### config.mk
export PLATFORM = sky130hd
export DESIGN_NAME = generator_autostart_controller
export DESIGN_NICKNAME = d
export VERILOG_FILES = /design/src/hw/rtl/gac_pkg.sv /design/src/hw/rtl/gac_cfg_regs.sv /design/src/hw/rtl/gac_core.sv /design/src/hw/rtl/generator_autostart_controller.sv
export SDC_FILE = /design/constraint.sdc
export NUM_CORES = 1
export LEC_CHECK = 0
export BUFFER_PORTS_ARGS = -buffer_cell sky130_fd_sc_hd__buf_2
export CAP_MARGIN = 20
export CORE_MARGIN = 1.5
export CORE_UTILIZATION = 40
export CTS_CLUSTER_DIAMETER = 80
export DETAILED_ROUTE_END_ITERATION = 8
export PLACE_DENSITY_LB_ADDON = 0.2
export SYNTH_ARGS = -nofsm -noshare
export SYNTH_HDL_FRONTEND = slang
export SYNTH_HIERARCHICAL = 1
export SYNTH_SLANG_ARGS = --single-unit
### constraint.sdc
create_clock -name i_clk -period 12.4 [get_ports i_clk]
set_clock_uncertainty 0.1 [all_clocks]
set_input_delay 1.24 -clock i_clk [delete_from_list [all_inputs] [get_ports i_clk]]
set_output_delay 1.24 -clock i_clk [all_outputs]
set_load 0.01 [all_outputs]
### src/hw/rtl/gac_pkg.sv
// ----------------------------------------------------------------------------
// Generator autostart controller package
// Register indexes, reset values, widths and shared types.
// ----------------------------------------------------------------------------
package gac_pkg;

    localparam int CFG_IDX_W  = 3;
    localparam int CFG_DATA_W = 8;
    localparam int TDATA_W    = 8;

    localparam logic [CFG_IDX_W-1:0] CFG_DEBOUNCE   = 3'd0;
    localparam logic [CFG_IDX_W-1:0] CFG_COOLDOWN   = 3'd1;
    localparam logic [CFG_IDX_W-1:0] CFG_START_WAIT = 3'd2;
    localparam logic [CFG_IDX_W-1:0] CFG_MAX_RETRY  = 3'd3;
    localparam logic [CFG_IDX_W-1:0] CFG_WARMUP     = 3'd4;

    localparam logic [3:0] RST_DEBOUNCE   = 4'd6;
    localparam logic [7:0] RST_COOLDOWN   = 8'd80;
    localparam logic [7:0] RST_START_WAIT = 8'd60;
    localparam logic [2:0] RST_MAX_RETRY  = 3'd3;
    localparam logic [7:0] RST_WARMUP     = 8'd15;

    localparam logic [7:0] COOL_SAT    = 8'd255;
    localparam logic [8:0] ATTEMPT_SAT = 9'd511;

    typedef struct packed {
        logic [3:0] debounce_ticks;
        logic [7:0] cooldown_ticks;
        logic [7:0] start_wait_ticks;
        logic [2:0] max_retries;
        logic [7:0] warmup_ticks;
    } t_cfg;

    typedef struct packed {
        logic request_led;
        logic running_led;
        logic cooldown_led;
        logic locked_out;
        logic stop_pulse;
        logic start_pulse;
    } t_result;

endpackage

### src/hw/rtl/gac_cfg_regs.sv
// ----------------------------------------------------------------------------
// Generator autostart controller configuration registers
// Write-only register file decoded from the plain write port.
// ----------------------------------------------------------------------------
module gac_cfg_regs (
    input  logic                            i_clk,
    input  logic                            i_rst_n,
    input  logic                            i_cfg_wr_en,
    input  logic [gac_pkg::CFG_IDX_W-1:0]   i_cfg_idx,
    input  logic [gac_pkg::CFG_DATA_W-1:0]  i_cfg_wdata,
    output gac_pkg::t_cfg                   o_cfg
);

    gac_pkg::t_cfg r_cfg;
    gac_pkg::t_cfg n_cfg;

    always_comb begin
        n_cfg = r_cfg;
        if (i_cfg_wr_en) begin
            unique case (i_cfg_idx)
                gac_pkg::CFG_DEBOUNCE:   n_cfg.debounce_ticks   = i_cfg_wdata[3:0];
                gac_pkg::CFG_COOLDOWN:   n_cfg.cooldown_ticks   = i_cfg_wdata;
                gac_pkg::CFG_START_WAIT: n_cfg.start_wait_ticks = i_cfg_wdata;
                gac_pkg::CFG_MAX_RETRY:  n_cfg.max_retries      = i_cfg_wdata[2:0];
                gac_pkg::CFG_WARMUP:     n_cfg.warmup_ticks     = i_cfg_wdata;
                default: ;
            endcase
        end
    end

    always_ff @(posedge i_clk) begin
        if (!i_rst_n) begin
            r_cfg.debounce_ticks   <= gac_pkg::RST_DEBOUNCE;
            r_cfg.cooldown_ticks   <= gac_pkg::RST_COOLDOWN;
            r_cfg.start_wait_ticks <= gac_pkg::RST_START_WAIT;
            r_cfg.max_retries      <= gac_pkg::RST_MAX_RETRY;
            r_cfg.warmup_ticks     <= gac_pkg::RST_WARMUP;
        end else begin
            r_cfg <= n_cfg;
        end
    end

    assign o_cfg = r_cfg;

endmodule

### src/hw/rtl/gac_core.sv
// ----------------------------------------------------------------------------
// Generator autostart controller tick core
// Controller state and the single-pass update for one control tick.
// ----------------------------------------------------------------------------
module gac_core (
    input  logic             i_clk,
    input  logic             i_rst_n,
    input  gac_pkg::t_cfg    i_cfg,
    input  logic             i_fire,
    input  logic             i_running_sense_n,
    input  logic             i_line_fail_n,
    output gac_pkg::t_result o_result
);

    logic       r_gen_running, n_gen_running;
    logic       r_power_req,   n_power_req;
    logic [4:0] r_stable_cnt,  n_stable_cnt;
    logic [7:0] r_cool_cnt,    n_cool_cnt;
    logic [8:0] r_attempt_cnt, n_attempt_cnt;
    logic [2:0] r_retry_cnt,   n_retry_cnt;
    logic [8:0] r_tick_cnt,    n_tick_cnt;
    logic       r_cool_led,    n_cool_led;
    logic       r_run_led,     n_run_led;

    logic       locked;
    logic       running_now;
    logic       request_now;
    logic [7:0] cool_inc;
    logic [8:0] attempt_inc;
    logic [8:0] warmup_ext;

    always_comb begin
        warmup_ext  = {1'b0, i_cfg.warmup_ticks};
        running_now = !i_running_sense_n;
        request_now = !i_line_fail_n;
        locked      = (r_retry_cnt >= i_cfg.max_retries);
        cool_inc    = (r_cool_cnt < gac_pkg::COOL_SAT) ? r_cool_cnt + 8'd1 : r_cool_cnt;
        attempt_inc = (r_attempt_cnt < gac_pkg::ATTEMPT_SAT) ?
                      r_attempt_cnt + 9'd1 : r_attempt_cnt;

        n_tick_cnt    = (r_tick_cnt <= warmup_ext) ? r_tick_cnt + 9'd1 : r_tick_cnt;
        n_gen_running = r_gen_running;
        n_power_req   = r_power_req;
        n_stable_cnt  = r_stable_cnt;
        n_cool_cnt    = r_cool_cnt;
        n_attempt_cnt = r_attempt_cnt;
        n_retry_cnt   = r_retry_cnt;
        n_cool_led    = 1'b0;
        n_run_led     = 1'b0;
        o_result      = '0;

        if (locked) begin
            o_result.locked_out = 1'b1;
        end else begin
            if (running_now && !r_gen_running) begin
                if (r_stable_cnt > {1'b0, i_cfg.debounce_ticks}) begin
                    n_gen_running = 1'b1;
                end else begin
                    n_stable_cnt = r_stable_cnt + 5'd1;
                end
            end else begin
                n_gen_running = running_now;
                n_stable_cnt  = '0;
            end
            n_power_req = request_now;

            n_cool_led = (r_cool_cnt != '0) ? !r_cool_led : 1'b0;
            n_run_led  = (n_stable_cnt != '0) ? !r_run_led : n_gen_running;

            if (n_gen_running) begin
                n_attempt_cnt = '0;
                n_retry_cnt   = '0;
                if (request_now) begin
                    n_cool_cnt = '0;
                end else if (cool_inc >= i_cfg.cooldown_ticks) begin
                    o_result.stop_pulse = 1'b1;
                    n_cool_cnt          = '0;
                end else begin
                    n_cool_cnt = cool_inc;
                end
            end else begin
                n_cool_cnt = '0;
                if (request_now && (n_tick_cnt > warmup_ext) && (n_stable_cnt == '0)) begin
                    o_result.start_pulse = (r_attempt_cnt == '0);
                    if ((attempt_inc > {1'b0, i_cfg.start_wait_ticks}) &&
                        (r_retry_cnt < i_cfg.max_retries)) begin
                        n_attempt_cnt = '0;
                        n_retry_cnt   = r_retry_cnt + 3'd1;
                    end else begin
                        n_attempt_cnt = attempt_inc;
                    end
                end else begin
                    n_attempt_cnt = '0;
                    n_retry_cnt   = '0;
                end
            end

            o_result.cooldown_led = n_cool_led;
            o_result.running_led  = n_run_led;
            o_result.request_led  = n_power_req;
        end
    end

    always_ff @(posedge i_clk) begin
        if (!i_rst_n) begin
            r_gen_running <= 1'b0;
            r_power_req   <= 1'b0;
            r_stable_cnt  <= '0;
            r_cool_cnt    <= '0;
            r_attempt_cnt <= '0;
            r_retry_cnt   <= '0;
            r_tick_cnt    <= '0;
            r_cool_led    <= 1'b0;
            r_run_led     <= 1'b0;
        end else if (i_fire) begin
            r_gen_running <= n_gen_running;
            r_power_req   <= n_power_req;
            r_stable_cnt  <= n_stable_cnt;
            r_cool_cnt    <= n_cool_cnt;
            r_attempt_cnt <= n_attempt_cnt;
            r_retry_cnt   <= n_retry_cnt;
            r_tick_cnt    <= n_tick_cnt;
            r_cool_led    <= n_cool_led;
            r_run_led     <= n_run_led;
        end
    end

endmodule

### src/hw/rtl/generator_autostart_controller.sv
// ----------------------------------------------------------------------------
// Generator autostart controller
// Debounces the running sense, times warm-up, cooldown and start attempts,
// and issues start and stop pulses with a permanent lockout on retries.
// ----------------------------------------------------------------------------
// One control tick is taken per clock cycle while the result side does not
// stall, and each gives exactly one result. A tick passes through an input
// register and then a result register; the controller state is updated as
// the tick moves into the result register. Input is held off only while both
// registers are full and the result side stalls. Configuration writes take
// effect on the next cycle and are meant for idle periods.
module generator_autostart_controller (
    input  logic                            i_clk,
    input  logic                            i_rst_n,
    // bit 0 running_sense_n, bit 1 line_fail_n, bits 7:2 zero
    input  logic                            i_s_tvalid,
    output logic                            o_s_tready,
    input  logic [gac_pkg::TDATA_W-1:0]     i_s_tdata,
    // bit 0 start_pulse, 1 stop_pulse, 2 locked_out, 3 cooldown_led,
    // 4 running_led, 5 request_led, bits 7:6 zero
    output logic                            o_m_tvalid,
    input  logic                            i_m_tready,
    output logic [gac_pkg::TDATA_W-1:0]     o_m_tdata,
    input  logic                            i_cfg_wr_en,
    input  logic [gac_pkg::CFG_IDX_W-1:0]   i_cfg_idx,
    input  logic [gac_pkg::CFG_DATA_W-1:0]  i_cfg_wdata
);

    gac_pkg::t_cfg    cfg;
    gac_pkg::t_result result;

    logic       r_in_valid;
    logic [1:0] r_in_data;
    logic       r_out_valid;
    logic [5:0] r_out_data;
    logic       out_free;
    logic       advance;
    logic       in_fire;

    assign out_free   = !r_out_valid || i_m_tready;
    assign advance    = r_in_valid && out_free;
    assign o_s_tready = !r_in_valid || out_free;
    assign in_fire    = i_s_tvalid && o_s_tready;

    gac_cfg_regs u_cfg (
        .i_clk       (i_clk),
        .i_rst_n     (i_rst_n),
        .i_cfg_wr_en (i_cfg_wr_en),
        .i_cfg_idx   (i_cfg_idx),
        .i_cfg_wdata (i_cfg_wdata),
        .o_cfg       (cfg)
    );

    gac_core u_core (
        .i_clk             (i_clk),
        .i_rst_n           (i_rst_n),
        .i_cfg             (cfg),
        .i_fire            (advance),
        .i_running_sense_n (r_in_data[0]),
        .i_line_fail_n     (r_in_data[1]),
        .o_result          (result)
    );

    always_ff @(posedge i_clk) begin
        if (!i_rst_n) begin
            r_in_valid  <= 1'b0;
            r_out_valid <= 1'b0;
        end else begin
            if (in_fire) begin
                r_in_valid <= 1'b1;
            end else if (advance) begin
                r_in_valid <= 1'b0;
            end
            if (advance) begin
                r_out_valid <= 1'b1;
            end else if (i_m_tready) begin
                r_out_valid <= 1'b0;
            end
        end
    end

    always_ff @(posedge i_clk) begin
        if (in_fire) begin
            r_in_data <= i_s_tdata[1:0];
        end
        if (advance) begin
            r_out_data <= result;
        end
    end

    assign o_m_tvalid = r_out_valid;
    assign o_m_tdata  = {2'b00, r_out_data};

endmodule

==> results of run 1 <==
-- registers in the layout, indices dropped and copies added (netlist names), 2 cells and up --
signal,count
u_cfg/o_cfg,31
u_core/r_attempt_cnt,9
u_core/r_tick_cnt,9
u_core/r_cool_cnt,8
r_out_data,6
u_core/r_stable_cnt,5
u_core/r_retry_cnt,3
r_in_data,2
-- stage by stage --
step                      hold WS [ps]  power [uW]  std cells  utilization, %  cell area, um^2
after global routing               383         608        729            45.1             5370
after CTS                          362         594        729            45.1             5370
after detailed placement           347         307        713            42.4             5050
after global placement             347         306        713            42.4             5050
final                              359         586        729            45.1             5370
after floorplan                    335         295        566               -             4860
-- worst max-delay path by stage --
stage / from / end / slack [ps] / cells after the start
3_5_place_dp: u_cfg/o_cfg[6] / u_core/r_attempt_cnt[5] / 7720 / 18
5_1_grt: u_core/r_tick_cnt[2] / u_core/r_attempt_cnt[5] / 7360 / 17
4_1_cts: u_core/r_tick_cnt[2] / u_core/r_attempt_cnt[5] / 7700 / 17
2_1_floorplan: u_core/r_tick_cnt[6] / u_core/r_attempt_cnt[5] / 8320 / 19
3_3_place_gp: u_core/r_tick_cnt[6] / u_core/r_attempt_cnt[7] / 7740 / 17
6_report: u_core/r_tick_cnt[2] / u_core/r_attempt_cnt[5] / 7690 / 17
-- kinds of logic (layout without fill, tap and decap cells) --
kind of cell | count (synthesis) | count (layout) | share of synthesized area, %
xor gates and xnor gates | 19 | 19 | 3.43
and+or+nand+nor | 210 | 210 | 23.3
buffers and inverters | 72 | 88 | 6.23
AOI/OAI and AO/OA | 105 | 105 | 14.3
adders and majority gates | 46 | 46 | 11.8
other | 1 | 2 | 0.0772
muxes | 34 | 34 | 7.03
DFF | 78 | 78 | 33.8
-- worst max-delay path, stage by stage (launching register included) --
cell	delay, ps
sky130_fd_sc_hd__dfxtp_1	490
sky130_fd_sc_hd__ha_1	310
sky130_fd_sc_hd__a211oi_1	240
sky130_fd_sc_hd__o221ai_1	180
sky130_fd_sc_hd__o211ai_2	330
sky130_fd_sc_hd__and2_2	270
sky130_fd_sc_hd__nand3_1	120
sky130_fd_sc_hd__or2_2	330
sky130_fd_sc_hd__xnor2_1	130
sky130_fd_sc_hd__ha_1	200
sky130_fd_sc_hd__or4_1	510
sky130_fd_sc_hd__a21oi_1	120
sky130_fd_sc_hd__o21ai_0	100
sky130_fd_sc_hd__a21oi_1	240
sky130_fd_sc_hd__a211o_1	200
sky130_fd_sc_hd__or3_1	380
sky130_fd_sc_hd__o22ai_1	150
sky130_fd_sc_hd__a21o_1	200
-- cell usage in the layout (no fill, tap or decap), drive strengths merged, types with 4 or more instances in the layout --
cell type / netlist / layout
xor2: 9 / 9
nor2: 43 / 43
nor4: 5 / 5
nand2: 58 / 58
a21o: 13 / 13
buf: 11 / 27
a22oi: 8 / 8
edfxtp: 8 / 8
nor3: 11 / 11
ha: 46 / 46
nand3: 10 / 10
a21oi: 34 / 34
and3: 12 / 12
or2: 5 / 5
or3: 4 / 4
nand4: 12 / 12
o211ai: 6 / 6
o21ai: 17 / 17
xnor2: 10 / 10
clkbuf: 16 / 9
mux2i: 33 / 33
nor2b: 26 / 26
inv: 44 / 46
dfxtp: 70 / 70
nand2b: 4 / 4
-- layer usage --
layer	vias up	part of all wire, %
li1	1997	-
met1	1823	48
met2	60	48
met3	13	3.1
met4	0	1.3
met5	-	0
-- Yosys cell counts, drive strengths merged (2+ instances only) --
library cell / instances
a2111o: 3
o211ai: 6
o21a: 2
and4b: 3
and3: 12
xnor2: 10
nor4: 5
nand2: 58
nand4bb: 2
a211o: 2
nand4: 12
dfxtp: 70
a21oi: 34
nand3: 10
ha: 46
or3: 4
xor2: 9
clkbuf: 16
o22ai: 2
nand2b: 4
or4b: 2
a41oi: 2
nor3: 11
or2: 5
o21ai: 17
mux2i: 33
a31oi: 3
a22oi: 8
nor3b: 2
inv: 44
and4: 3
buf: 11
a21o: 13
o2bb2ai: 3
nor2: 43
nor2b: 26
edfxtp: 8
a21boi: 2
and2: 3
-- layout make-up --
class | count | area share, %
tap | 147 | 3.42
clock inverter | 7 | 1.77
clock buffer | 9 | 4.19
sequential | 78 | 30.6
multi-input combinational | 416 | 54.3
inverter | 45 | 3.14
timing repair buffer | 27 | 2.61
-- power by group --
part | internal, uW | switching, uW
clock | 177 | 108
combinational | 15.3 | 23.2
sequential | 260 | 3.46
==> Implementation_results.wiki, run 1 <==
{| class="wikitable"
! Metric !! Value
|-
| Setup TNS Final || 0 ps
|-
| Count of synthesis-stage warnings from yosys || 6
|-
| Register-to-Register Path Depth || 17
|-
| Post-synthesis sequential area ratio || 33.8%
|-
| Root cell of the clock tree || sky130_fd_sc_hd__clkbuf_16
|-
| Number of buffers inserted by hold repair at cts || 0
|-
| Max rail drop VDD || 0.0719 mV
|-
| Top post-synthesis cells by area || sky130_fd_sc_hd__dfxtp_1 (29%), sky130_fd_sc_hd__ha_1 (12%), sky130_fd_sc_hd__mux2i_1 (6.8%), sky130_fd_sc_hd__edfxtp_1 (4.9%), sky130_fd_sc_hd__nand2_1 (4.5%)
|-
| Worst EP required || 12,530 ps
|-
| Worst Hold Class || register to register
|-
| CTS tree || done
|-
| Row count || 40
|-
| Reported max-cap violation count || 0
|-
| Post-route clock period utilization || 38.0%
|-
| Number of cells upsized or downsized after cts || 0
|-
| Via-to-Cell Ratio || 5.34
|-
| Final weighted congestion in routability-driven placement || 0.803
|-
| HPWL reported at the end of detailed placement || 8.03 mm
|-
| Worst-case setup margin in the final layout || 7690 ps
|-
| Result of the run || completed
|-
| Area enclosed by the die boundary || 12,800 um^2
|-
| Start point of the worst min-delay path || u_cfg/o_cfg[17]
|-
| Portion of synthesized cell area occupied by the leading cell type || 28.8%
|-
| Maximum buffer depth of the clock tree || 2
|-
| Most area-hungry cell type in the Yosys netlist || sky130_fd_sc_hd__dfxtp_1
|-
| Most common flop cell mapped by yosys || sky130_fd_sc_hd__dfxtp_1
|-
| Vertical die dimension || 113 um
|-
| Distinct cell type count after synthesis || 69
|-
| Count of nets after finishing || 647
|-
| First-pass iteration count of the detailed router || 7
|-
| Vias post-DR || 3,893
|-
| Clock sink count || 78
|-
| Final count of hold timing violations || 0
|-
| I/O Buffers || 25
|-
| Cts bufs inserted || 9
|-
| Number of enable-type register cells in the synthesized netlist || 8
|-
| GRT Util Overall || 17.7%
|-
| Multi-input gate area in the final layout || 2920 um^2
|-
| Endpoint class of the critical path || register
|-
| Vias in the first global route || 3,670
|-
| Actual transition at the worst max-transition pin || 972 ps
|-
| Asr flop ratio synth || 0%
|-
| Slack of the worst reg-to-reg path || 7690 ps
|-
| Largest net degree at the start of global routing || 59
|-
| Die extent in x || 113 um
|-
| Core ar. || 11,900 um^2
|-
| Layer with the highest usage after global routing || met2
|-
| Post-detailed-route count of antenna-violating nets || 0
|-
| Startpoint types || register
|-
| Worst rel slew slack || 35.2%
|-
| Time the final worst path needs with I/O delays and setup || 4710 ps
|-
| Count of buffers added by post-CTS timing repair for setup || 0
|-
| Number of levels the H-tree was split into || 3
|-
| Hold EP || u_cfg/o_cfg[17]
|-
| Capture instance of the worst register-to-register path || u_core/r_attempt_cnt[5]
|-
| Wire length of the first global-routing pass || 17.9 mm
|-
| Iter 0 DRT Violations || 206
|-
| Final global-route overflow total || 0
|-
| Reg-to-reg startpoint || u_core/r_tick_cnt[2]
|-
| Number of max-slew violations in the final report || 0
|-
| Crit path arrival time || 4850 ps
|-
| Sum of routed wire length over all layers || 10.8 mm
|-
| Starting density of the core || 40.8%
|-
| Mean area per synthesized cell || 8.60 um^2
|-
| Layout fillers || 1,185
|-
| Fraction of met3 tracks used by global routing || 4.39%
|-
| Fraction of layout cells with a size suffix above 1 || 10.3%
|-
| Number of inserted diodes || 0
|-
| Kind of critical path || register to register
|-
| RSZ-0062 raised after global routing || false
|-
| Global-route met1 utilization || 22.4%
|-
| Mapped cell area || 4860 um^2
|-
| Area Growth Syn to Fin || 10.6%
|-
| Fmax || 212 MHz
|-
| Seq cells post-synth || 78
|-
| Worst Hold Depth || 2
|-
| I/O Pins || 34
|-
| M2 GR Usage || 29.8%
|-
| Count of unresolved DRC violations after routing || 0
|-
| Clock insertion delay at the later pin of the skew report || 340 ps
|-
| Total leakage power || 0.00246 uW
|-
| Clock edge transition at the registers on the reported setup and hold paths || 60 ps
|-
| Synth Instances || 565
|-
| Maximum fanout along the worst path || 10
|-
| Setup Viol. Count Final || 0
|-
| Antenna violations before repair || 0
|-
| Routed length per instance || 14.8 um
|-
| Area taken by flip-flops and latches || 1640 um^2
|-
| Worst setup slack before clock tree synthesis || 7720 ps
|-
| Pwr Density || 109 nW/um^2
|}
No activity file was read; power rests on OpenSTA's default activity.
==> run 2: changes to the inputs <==
==> constraint.sdc (replaced) <==
create_clock -name i_clk -period 4 [get_ports i_clk]
set_clock_uncertainty 0.1 [all_clocks]
set_input_delay 0.4 -clock i_clk [delete_from_list [all_inputs] [get_ports i_clk]]
set_output_delay 0.4 -clock i_clk [all_outputs]
set_load 0.01 [all_outputs]
==> run 2 against run 1 <==
Compared with the run above:
- fmax grew 18%
- non-clock buffer count grew 50
- sequential share of layout area shrank 2.9 points
- largest power group unchanged
==> Implementation_results.wiki, run 2 (synthesis results as in run 1) <==
{| class="wikitable"
! Metric !! Value
|-
| Sum of routed wire length over all layers || 11.8 mm (was 10.8 mm)
|-
| Total leakage power || 0.00274 uW (was 0.00246 uW)
|-
| Post-route clock period utilization || 99.4% (was 38.0%)
|-
| Iter 0 DRT Violations || 234 (was 206)
|-
| Most frequent standard cell in the layout excluding fill and tap cells || sky130_fd_sc_hd__dfxtp_1 (unchanged)
|-
| Maximum buffer depth of the clock tree || 2 (unchanged)
|-
| Startpoint types || register (unchanged)
|-
| Clock sink count || 78 (unchanged)
|-
| Crit path arrival time || 4160 ps (was 4850 ps)
|-
| Cell family contributing the most delay on the critical path || simple AND/OR/NAND/NOR gates (was compound AO/OA/AOI/OAI gates)
|-
| I/O Buffers || 25 (unchanged)
|-
| Worst setup slack before clock tree synthesis || -253 ps (was 7720 ps)
|-
| Worst-case setup margin in the final layout || 23.6 ps (was 7690 ps)
|-
| Bufs and invs on worst path || 2 (was 0)
|-
| Final count of hold timing violations || 0 (unchanged)
|-
| Total placed instance area || 5420 um^2 (was 5050 um^2)
|-
| Max FFs per register || 31 (unchanged)
|-
| Worst rel slew slack || 45.0% (was 35.2%)
|-
| Final weighted congestion in routability-driven placement || 0.849 (was 0.803)
|-
| Worst path cell trace || inv_1 -> ha_1 -> nand4_1 -> or3b_4 -> o211ai_4 -> and4_4 -> and3_4 -> and3_4 -> xor2_2 -> ha_4 -> nand4_1 -> nor2_2 -> a21oi_2 -> a21oi_2 -> a211o_1 -> or3_4 -> buf_12 -> nor3b_2 -> a21o_1 (was ha_1 -> a211oi_1 -> o221ai_1 -> o211ai_2 -> and2_2 -> nand3_1 -> or2_2 -> xnor2_1 -> ha_1 -> or4_1 -> a21oi_1 -> o21ai_0 -> a21oi_1 -> a211o_1 -> or3_1 -> o22ai_1 -> a21o_1)
|-
| Area enclosed by the die boundary || 12,800 um^2 (unchanged)
|-
| Count of unresolved DRC violations after routing || 0 (unchanged)
|-
| Root cell of the clock tree || sky130_fd_sc_hd__clkbuf_16 (unchanged)
|-
| Global-route met1 utilization || 23.7% (was 22.4%)
|-
| Final global-route overflow total || 0 (unchanged)
|-
| Vias post-DR || 4,152 (was 3,893)
|-
| Largest net degree at the start of global routing || 58 (was 59)
|-
| Number of max-slew violations in the final report || 0 (unchanged)
|-
| Reported max-cap violation count || 0 (unchanged)
|-
| Biggest cell delay along the critical path || 420 ps (was 510 ps)
|-
| M2 GR Usage || 33.9% (was 29.8%)
|-
| Setup Viol. Count Final || 0 (unchanged)
|-
| Area Growth Syn to Fin || 22.6% (was 10.6%)
|-
| Hold slack final || 140 ps (was 359 ps)
|-
| Clock edge transition at the registers on the reported setup and hold paths || 60 ps (about the same)
|-
| Post-route standard cell area excluding fillers || 5950 um^2 (was 5370 um^2)
|-
| Layer with the highest usage after global routing || met2 (unchanged)
|-
| Clock insertion delay at the later pin of the skew report || 330 ps (was 340 ps)
|-
| GRT Util Overall || 19.0% (was 17.7%)
|-
| Fmax || 251 MHz (was 212 MHz)
|-
| Number of instances in the placed design || 759 (was 713)
|-
| HPWL reported at the end of detailed placement || 8.65 mm (was 8.03 mm)
|-
| Number of inserted diodes || 0 (unchanged)
|-
| Starting density of the core || 40.8% (unchanged)
|-
| Vias in the first global route || 4,042 (was 3,670)
|-
| Fraction of met3 tracks used by global routing || 3.37% (was 4.39%)
|-
| Result of the run || completed (unchanged)
|-
| Most frequent cells in the layout || sky130_fd_sc_hd__dfxtp_1 (64), sky130_fd_sc_hd__nand2_1 (58), sky130_fd_sc_hd__buf_4 (51) (was sky130_fd_sc_hd__dfxtp_1 (70), sky130_fd_sc_hd__nand2_1 (58), sky130_fd_sc_hd__ha_1 (46))
|-
| Maximum fanout along the worst path || 8 (was 10)
|-
| RSZ-0062 raised after global routing || true (was false)
|-
| Worst Hold Class || primary input to register (was register to register)
|-
| Pwr Density || 305 nW/um^2 (was 109 nW/um^2)
|-
| Number of buffers inserted by hold repair at cts || 0 (unchanged)
|-
| Fraction of layout cells with a size suffix above 1 || 22.8% (was 10.3%)
|-
| Master of the slowest instance on the critical path || sky130_fd_sc_hd__or3b_4 (was sky130_fd_sc_hd__or4_1)
|-
| Via-to-Cell Ratio || 5.33 (was 5.34)
|-
| Row count || 40 (unchanged)
|-
| Worst EP required || 4180 ps (was 12,530 ps)
|-
| Post-detailed-route count of antenna-violating nets || 0 (unchanged)
|-
| Count of nets after finishing || 697 (was 647)
|-
| Routed length per instance || 15.1 um (was 14.8 um)
|-
| Time the final worst path needs with I/O delays and setup || 3980 ps (was 4710 ps)
|-
| Core ar. || 11,900 um^2 (unchanged)
|-
| CTS tree || done (unchanged)
|-
| I/O Pins || 34 (unchanged)
|-
| Max rail drop VDD || 0.152 mV (was 0.0719 mV)
|-
| Kind of critical path || register to register (unchanged)
|-
| Actual transition at the worst max-transition pin || 822 ps (was 972 ps)
|-
| Die extent in x || 113 um (unchanged)
|-
| Vertical die dimension || 113 um (unchanged)
|-
| Number of levels the H-tree was split into || 3 (unchanged)
|-
| Cts bufs inserted || 9 (unchanged)
|-
| Wire length of the first global-routing pass || 19.4 mm (was 17.9 mm)
|-
| First-pass iteration count of the detailed router || 5 (was 7)
|-
| Endpoint class of the critical path || register (unchanged)
|-
| Filler-free cell count of the finished design || 779 (was 729)
|-
| Antenna violations before repair || 0 (unchanged)
|}
-- run 2: cell types whose count changed in the layout (fill, tap and decap cells not counted), moves of 3 or more --
cell,previous run,this run
sky130_fd_sc_hd__inv_2,0,3
sky130_fd_sc_hd__buf_4,2,51
sky130_fd_sc_hd__ha_1,46,40
sky130_fd_sc_hd__o21ai_1,1,4
sky130_fd_sc_hd__a21oi_1,34,27
sky130_fd_sc_hd__o21ai_0,16,13
sky130_fd_sc_hd__dfxtp_2,0,6
sky130_fd_sc_hd__inv_1,44,41
sky130_fd_sc_hd__a21oi_2,0,7
sky130_fd_sc_hd__ha_4,0,5
sky130_fd_sc_hd__dfxtp_1,70,64
-- run 2: what timing repair did --
| action | CTS | global route |
|---|---|---|
| setup endpoints to repair | 12 | 12 |
| setup buffers | 1 | 3 |
| endpoints found under the hold margin | 0 | 0 |
| gates resized for setup | 22 | 19 |
| pin swaps | 20 | 14 |
-- run 2: cell type report --
cell class,count,area (um^2)
Fill cell,1119,5960
Multi-Input combinational cell,416,3100
Sequential cell,78,1650
Timing Repair Buffer,77,528
Clock buffer,12,268
Tap cell,147,184
Inverter,45,169
Clock inverter,4,52.6
-- run 2: worst register-to-register path, cell delays in order, from the launching register on --
cell and delay [ps]:
sky130_fd_sc_hd__dfxtp_2 320, sky130_fd_sc_hd__inv_1 60, sky130_fd_sc_hd__ha_1 300, sky130_fd_sc_hd__nand4_1 140, sky130_fd_sc_hd__or3b_4 420, sky130_fd_sc_hd__o211ai_4 110
sky130_fd_sc_hd__and4_4 270, sky130_fd_sc_hd__and3_4 180, sky130_fd_sc_hd__and3_4 180, sky130_fd_sc_hd__xor2_2 170, sky130_fd_sc_hd__ha_4 230, sky130_fd_sc_hd__nand4_1 80
sky130_fd_sc_hd__nor2_2 40, sky130_fd_sc_hd__a21oi_2 120, sky130_fd_sc_hd__a21oi_2 80, sky130_fd_sc_hd__a211o_1 290, sky130_fd_sc_hd__or3_4 420, sky130_fd_sc_hd__buf_12 160
sky130_fd_sc_hd__nor3b_2 150, sky130_fd_sc_hd__a21o_1 90
-- run 2: metrics by stage --
step / setup TNS (ps) / util [%] / power, uW
after floorplan: 0 / - / 916
after global placement: -1180 / 45.5 / 959
after detailed placement: -2020 / 45.5 / 962
after CTS: -5.77 / 49.0 / 1840
after global routing: -1330 / 50.0 / 1890
final: 0 / 50.0 / 1810
-- run 2: path summary, 6_finish.rpt --
path,start,to,slack [ps],depth (start not counted)
max reg2reg,u_cfg/o_cfg[4],u_core/r_attempt_cnt[7],20,19
max,u_cfg/o_cfg[4],u_core/r_attempt_cnt[7],20,19
min reg2reg,u_cfg/o_cfg[4],u_cfg/o_cfg[4],360,2
min,i_s_tdata[1],r_in_data[1],140,1
-- run 2: power breakdown --
group          internal (uW)  switching (uW)  total, uW
Clock                    540             325        865
Combinational           56.7            77.8        135
Sequential               805            9.83        815
-- run 2: per-layer routing --
metal  share of wire, %  vias up  wire, um
li1                   -     2114         -
met1                 46     1980      5450
met2                 51       51      6010
met3                2.1        7       248
met4               0.72        0        85
met5                  0        -         0
==> run 3: changes to the inputs <==
--- a/config.mk
+++ b/config.mk
@@ -8,10 +8,11 @@
 export BUFFER_PORTS_ARGS = -buffer_cell sky130_fd_sc_hd__buf_2
 export CAP_MARGIN = 20
 export CORE_MARGIN = 1.5
-export CORE_UTILIZATION = 40
+export CORE_UTILIZATION = 45
 export CTS_CLUSTER_DIAMETER = 80
 export DETAILED_ROUTE_END_ITERATION = 8
 export PLACE_DENSITY_LB_ADDON = 0.2
+export RECOVER_POWER = 50
 export SYNTH_ARGS = -nofsm -noshare
 export SYNTH_HDL_FRONTEND = slang
 export SYNTH_HIERARCHICAL = 1
==> run 3 against run 2 <==
Compared with the run above:
- the flow now finishes with violations (capacitance limit, slew limit)
- final area down 2.7%
- cell count decreased by 2.3%
- power fell by 8.4%
- global-route usage rose by 2.5 points
- fmax decreased by 0.50%
- hold slack worse by 26 ps
- flip-flop and latch count unchanged
- combinational power about the same
- core utilization rose by 5.6 points
- critical path type unchanged
- critical endpoint unchanged
- largest cell class unchanged
==> Implementation_results.wiki, run 3 (synthesis results as in run 1) <==
{| class="wikitable"
! Metric !! Value
|-
| Cts bufs inserted || 9 (unchanged)
|-
| I/O Buffers || 25 (unchanged)
|-
| Reported max-cap violation count || 1 (was 0)
|-
| Number of inserted diodes || 0 (unchanged)
|-
| Bufs and invs on worst path || 2 (unchanged)
|-
| Setup Viol. Count Final || 0 (unchanged)
|-
| Number of buffers inserted by hold repair at cts || 0 (unchanged)
|-
| Proportion of total power due to net switching || 23.5% (was 22.8%)
|-
| Worst Hold Class || primary input to register (unchanged)
|-
| Gate power share || 8.1% (was 7.4%)
|-
| Area taken by flip-flops and latches || 1650 um^2 (about the same)
|-
| Pwr Density || 287 nW/um^2 (was 305 nW/um^2)
|-
| Filler-free cell count of the finished design || 761 (was 779)
|-
| Power Internal || 1270 uW (was 1400 uW)
|-
| CTS tree || done (unchanged)
|-
| First-pass iteration count of the detailed router || 6 (was 5)
|-
| Total leakage power || 0.00265 uW (was 0.00274 uW)
|-
| Time the final worst path needs with I/O delays and setup || 4000 ps (was 3980 ps)
|-
| Clock edge transition at the registers on the reported setup and hold paths || 80 ps (was 60 ps)
|-
| Kind of critical path || register to register (unchanged)
|-
| Crit path arrival time || 4200 ps (was 4160 ps)
|-
| Fmax || 250 MHz (was 251 MHz)
|-
| Vias in the first global route || 4,090 (was 4,042)
|-
| Final weighted congestion in routability-driven placement || 0.805 (was 0.849)
|-
| Count of unresolved DRC violations after routing || 0 (unchanged)
|-
| Worst setup slack before clock tree synthesis || -252 ps (was -253 ps)
|-
| Maximum fanout along the worst path || 8 (unchanged)
|-
| Routed length per instance || 15.4 um (was 15.1 um)
|-
| Startpoint types || register (unchanged)
|-
| Layout fillers || 973 (was 1,119)
|-
| Fraction of layout cells with a size suffix above 1 || 20.2% (was 22.8%)
|-
| Number of max-slew violations in the final report || 58 (was 0)
|-
| Post-route clock period utilization || 99.9% (was 99.4%)
|-
| I/O Pins || 34 (unchanged)
|-
| Core ar. || 10,400 um^2 (was 11,900 um^2)
|-
| Net switching component of the power || 390 uW (was 413 uW)
|-
| Iter 0 DRT Violations || 179 (was 234)
|-
| Vias post-DR || 4,073 (was 4,152)
|-
| RSZ-0062 raised after global routing || true (unchanged)
|-
| Violations in the final reports || capacitance limit, slew limit
|-
| Post-detailed-route count of antenna-violating nets || 0 (unchanged)
|-
| Largest net degree at the start of global routing || 58 (unchanged)
|-
| Vertical die dimension || 107 um (was 113 um)
|-
| Master of the slowest instance on the critical path || sky130_fd_sc_hd__or3_4 (was sky130_fd_sc_hd__or3b_4)
|-
| HPWL reported at the end of detailed placement || 8.54 mm (was 8.65 mm)
|-
| GRT Util Overall || 21.5% (was 19.0%)
|-
| Maximum buffer depth of the clock tree || 2 (unchanged)
|-
| Result of the run || finished with violations (was completed)
|-
| Area Growth Syn to Fin || 19.2% (was 22.6%)
|-
| Max FFs per register || 31 (unchanged)
|-
| Share of the core filled with cells || 55.6% (was 50.0%)
|-
| Most frequent standard cell in the layout excluding fill and tap cells || sky130_fd_sc_hd__dfxtp_1 (unchanged)
|-
| Cell family contributing the most delay on the critical path || simple AND/OR/NAND/NOR gates (unchanged)
|-
| Sum of routed wire length over all layers || 11.7 mm (was 11.8 mm)
|-
| Number of levels the H-tree was split into || 3 (unchanged)
|-
| Worst-case setup margin in the final layout || 3.77 ps (was 23.6 ps)
|-
| Max rail drop VDD || 0.135 mV (was 0.152 mV)
|-
| Worst rel slew slack || -45.5% (was 45.0%)
|-
| Final count of hold timing violations || 0 (unchanged)
|-
| Clock sink count || 78 (unchanged)
|-
| Actual transition at the worst max-transition pin || 2180 ps (was 822 ps)
|-
| Clock insertion delay at the later pin of the skew report || 360 ps (was 330 ps)
|-
| Starting density of the core || 46.6% (was 40.8%)
|-
| Endpoint class of the critical path || register (unchanged)
|-
| Final global-route overflow total || 0 (unchanged)
|-
| Die extent in x || 107 um (was 113 um)
|-
| Worst EP required || 4200 ps (was 4180 ps)
|-
| Wire length of the first global-routing pass || 19.4 mm (about the same)
|-
| Number of instances in the placed design || 741 (was 759)
|-
| Most frequent cells in the layout || sky130_fd_sc_hd__dfxtp_1 (65), sky130_fd_sc_hd__nand2_1 (58), sky130_fd_sc_hd__nor2_1 (43) (was sky130_fd_sc_hd__dfxtp_1 (64), sky130_fd_sc_hd__nand2_1 (58), sky130_fd_sc_hd__buf_4 (51))
|-
| Count of nets after finishing || 690 (was 697)
|-
| Row count || 37 (was 40)
|-
| Biggest cell delay along the critical path || 410 ps (was 420 ps)
|-
| Area enclosed by the die boundary || 11,400 um^2 (was 12,800 um^2)
|-
| Fraction of power consumed by sequential logic || 48.9% (was 44.9%)
|-
| Antenna violations before repair || 0 (unchanged)
|-
| Multi-input gate area in the final layout || 3100 um^2 (about the same)
|-
| Worst path cell trace || inv_2 -> ha_4 -> and4b_1 -> or3b_4 -> o211ai_4 -> and4_4 -> and3_4 -> and3_4 -> xor2_2 -> ha_4 -> o211ai_1 -> a21oi_2 -> a21oi_2 -> a211o_1 -> or3_4 -> buf_12 -> nor3b_4 -> a21o_1 (was inv_1 -> ha_1 -> nand4_1 -> or3b_4 -> o211ai_4 -> and4_4 -> and3_4 -> and3_4 -> xor2_2 -> ha_4 -> nand4_1 -> nor2_2 -> a21oi_2 -> a21oi_2 -> a211o_1 -> or3_4 -> buf_12 -> nor3b_2 -> a21o_1)
|-
| Via-to-Cell Ratio || 5.35 (was 5.33)
|-
| Root cell of the clock tree || sky130_fd_sc_hd__clkbuf_8 (was sky130_fd_sc_hd__clkbuf_16)
|-
| Part of the power in the clock network || 43.0% (was 47.7%)
|}
## run 3: cell types whose count changed in the layout (fill, tap and decap cells not counted), sizes merged
cell,delta
buf,-11
bufinv,+2
clkbuf,+1
clkinv,+1
## run 3: worst register-to-register path, stage by stage (launching register included)
cell                       delay (ps)
sky130_fd_sc_hd__dfxtp_2          330
sky130_fd_sc_hd__inv_2             50
sky130_fd_sc_hd__ha_4             250
sky130_fd_sc_hd__and4b_1          240
sky130_fd_sc_hd__or3b_4           400
sky130_fd_sc_hd__o211ai_4         100
sky130_fd_sc_hd__and4_4           250
sky130_fd_sc_hd__and3_4           180
sky130_fd_sc_hd__and3_4           190
sky130_fd_sc_hd__xor2_2            80
sky130_fd_sc_hd__ha_4             280
sky130_fd_sc_hd__o211ai_1         120
sky130_fd_sc_hd__a21oi_2          170
sky130_fd_sc_hd__a21oi_2           80
sky130_fd_sc_hd__a211o_1          290
sky130_fd_sc_hd__or3_4            410
sky130_fd_sc_hd__buf_12           160
sky130_fd_sc_hd__nor3b_4          180
sky130_fd_sc_hd__a21o_1           100
## run 3: repair_timing
action / 4_1_cts / 5_1_grt
gates resized for setup: 18 / 20
pin swaps: 18 / 17
setup buffers: 1 / 3
setup endpoints to repair: 11 / 12
## run 3: worst paths after layout
check                  start                      end  slack [ps]  cells past startpoint
max           u_cfg/o_cfg[6]  u_core/r_attempt_cnt[7]           4                     18
min             i_s_tdata[0]             r_in_data[0]         110                      1
min reg2reg  u_cfg/o_cfg[26]          u_cfg/o_cfg[26]         360                      2
max reg2reg   u_cfg/o_cfg[6]  u_core/r_attempt_cnt[7]           4                     18
## run 3: metrics by stage
step | setup TNS (ps) | power [uW] | hold WS, ps | instance area, um^2
floorplan | 0 | 916 | 335 | 4870
global placement | -1110 | 956 | 346 | 5360
detailed placement | -1920 | 961 | 350 | 5360
CTS | -35.1 | 1680 | 101 | 5670
global route | -847 | 1730 | 96.8 | 5790
finish | 0 | 1660 | 114 | 5790
## run 3: power by group through the flow
stage / Sequential [uW] / Combinational, uW / Clock [uW]
2_1_floorplan: 831 / 84.4 / 0
3_3_place_gp: 830 / 126 / 0
3_5_place_dp: 831 / 130 / 0
4_1_cts: 813 / 132 / 733
5_1_grt: 815 / 151 / 763
6_report: 813 / 135 / 714
## run 3: routing by layer
layer	vias up	share of wire, %	track usage, %
met2	62	51	37.9
met3	15	3.4	4.13
met1	1911	44	26.5
met4	0	1.6	6.19
li1	2085	-	-
met5	-	0	0
## run 3: final cells by class
cell class                      instances  area share, %
Sequential cell                        78           28.5
Timing Repair Buffer                   70           8.04
Multi-Input combinational cell        416           53.6
Inverter                               45           2.92
Tap cell                              136           2.94
Clock inverter                          7           1.94
Clock buffer                            9           2.14
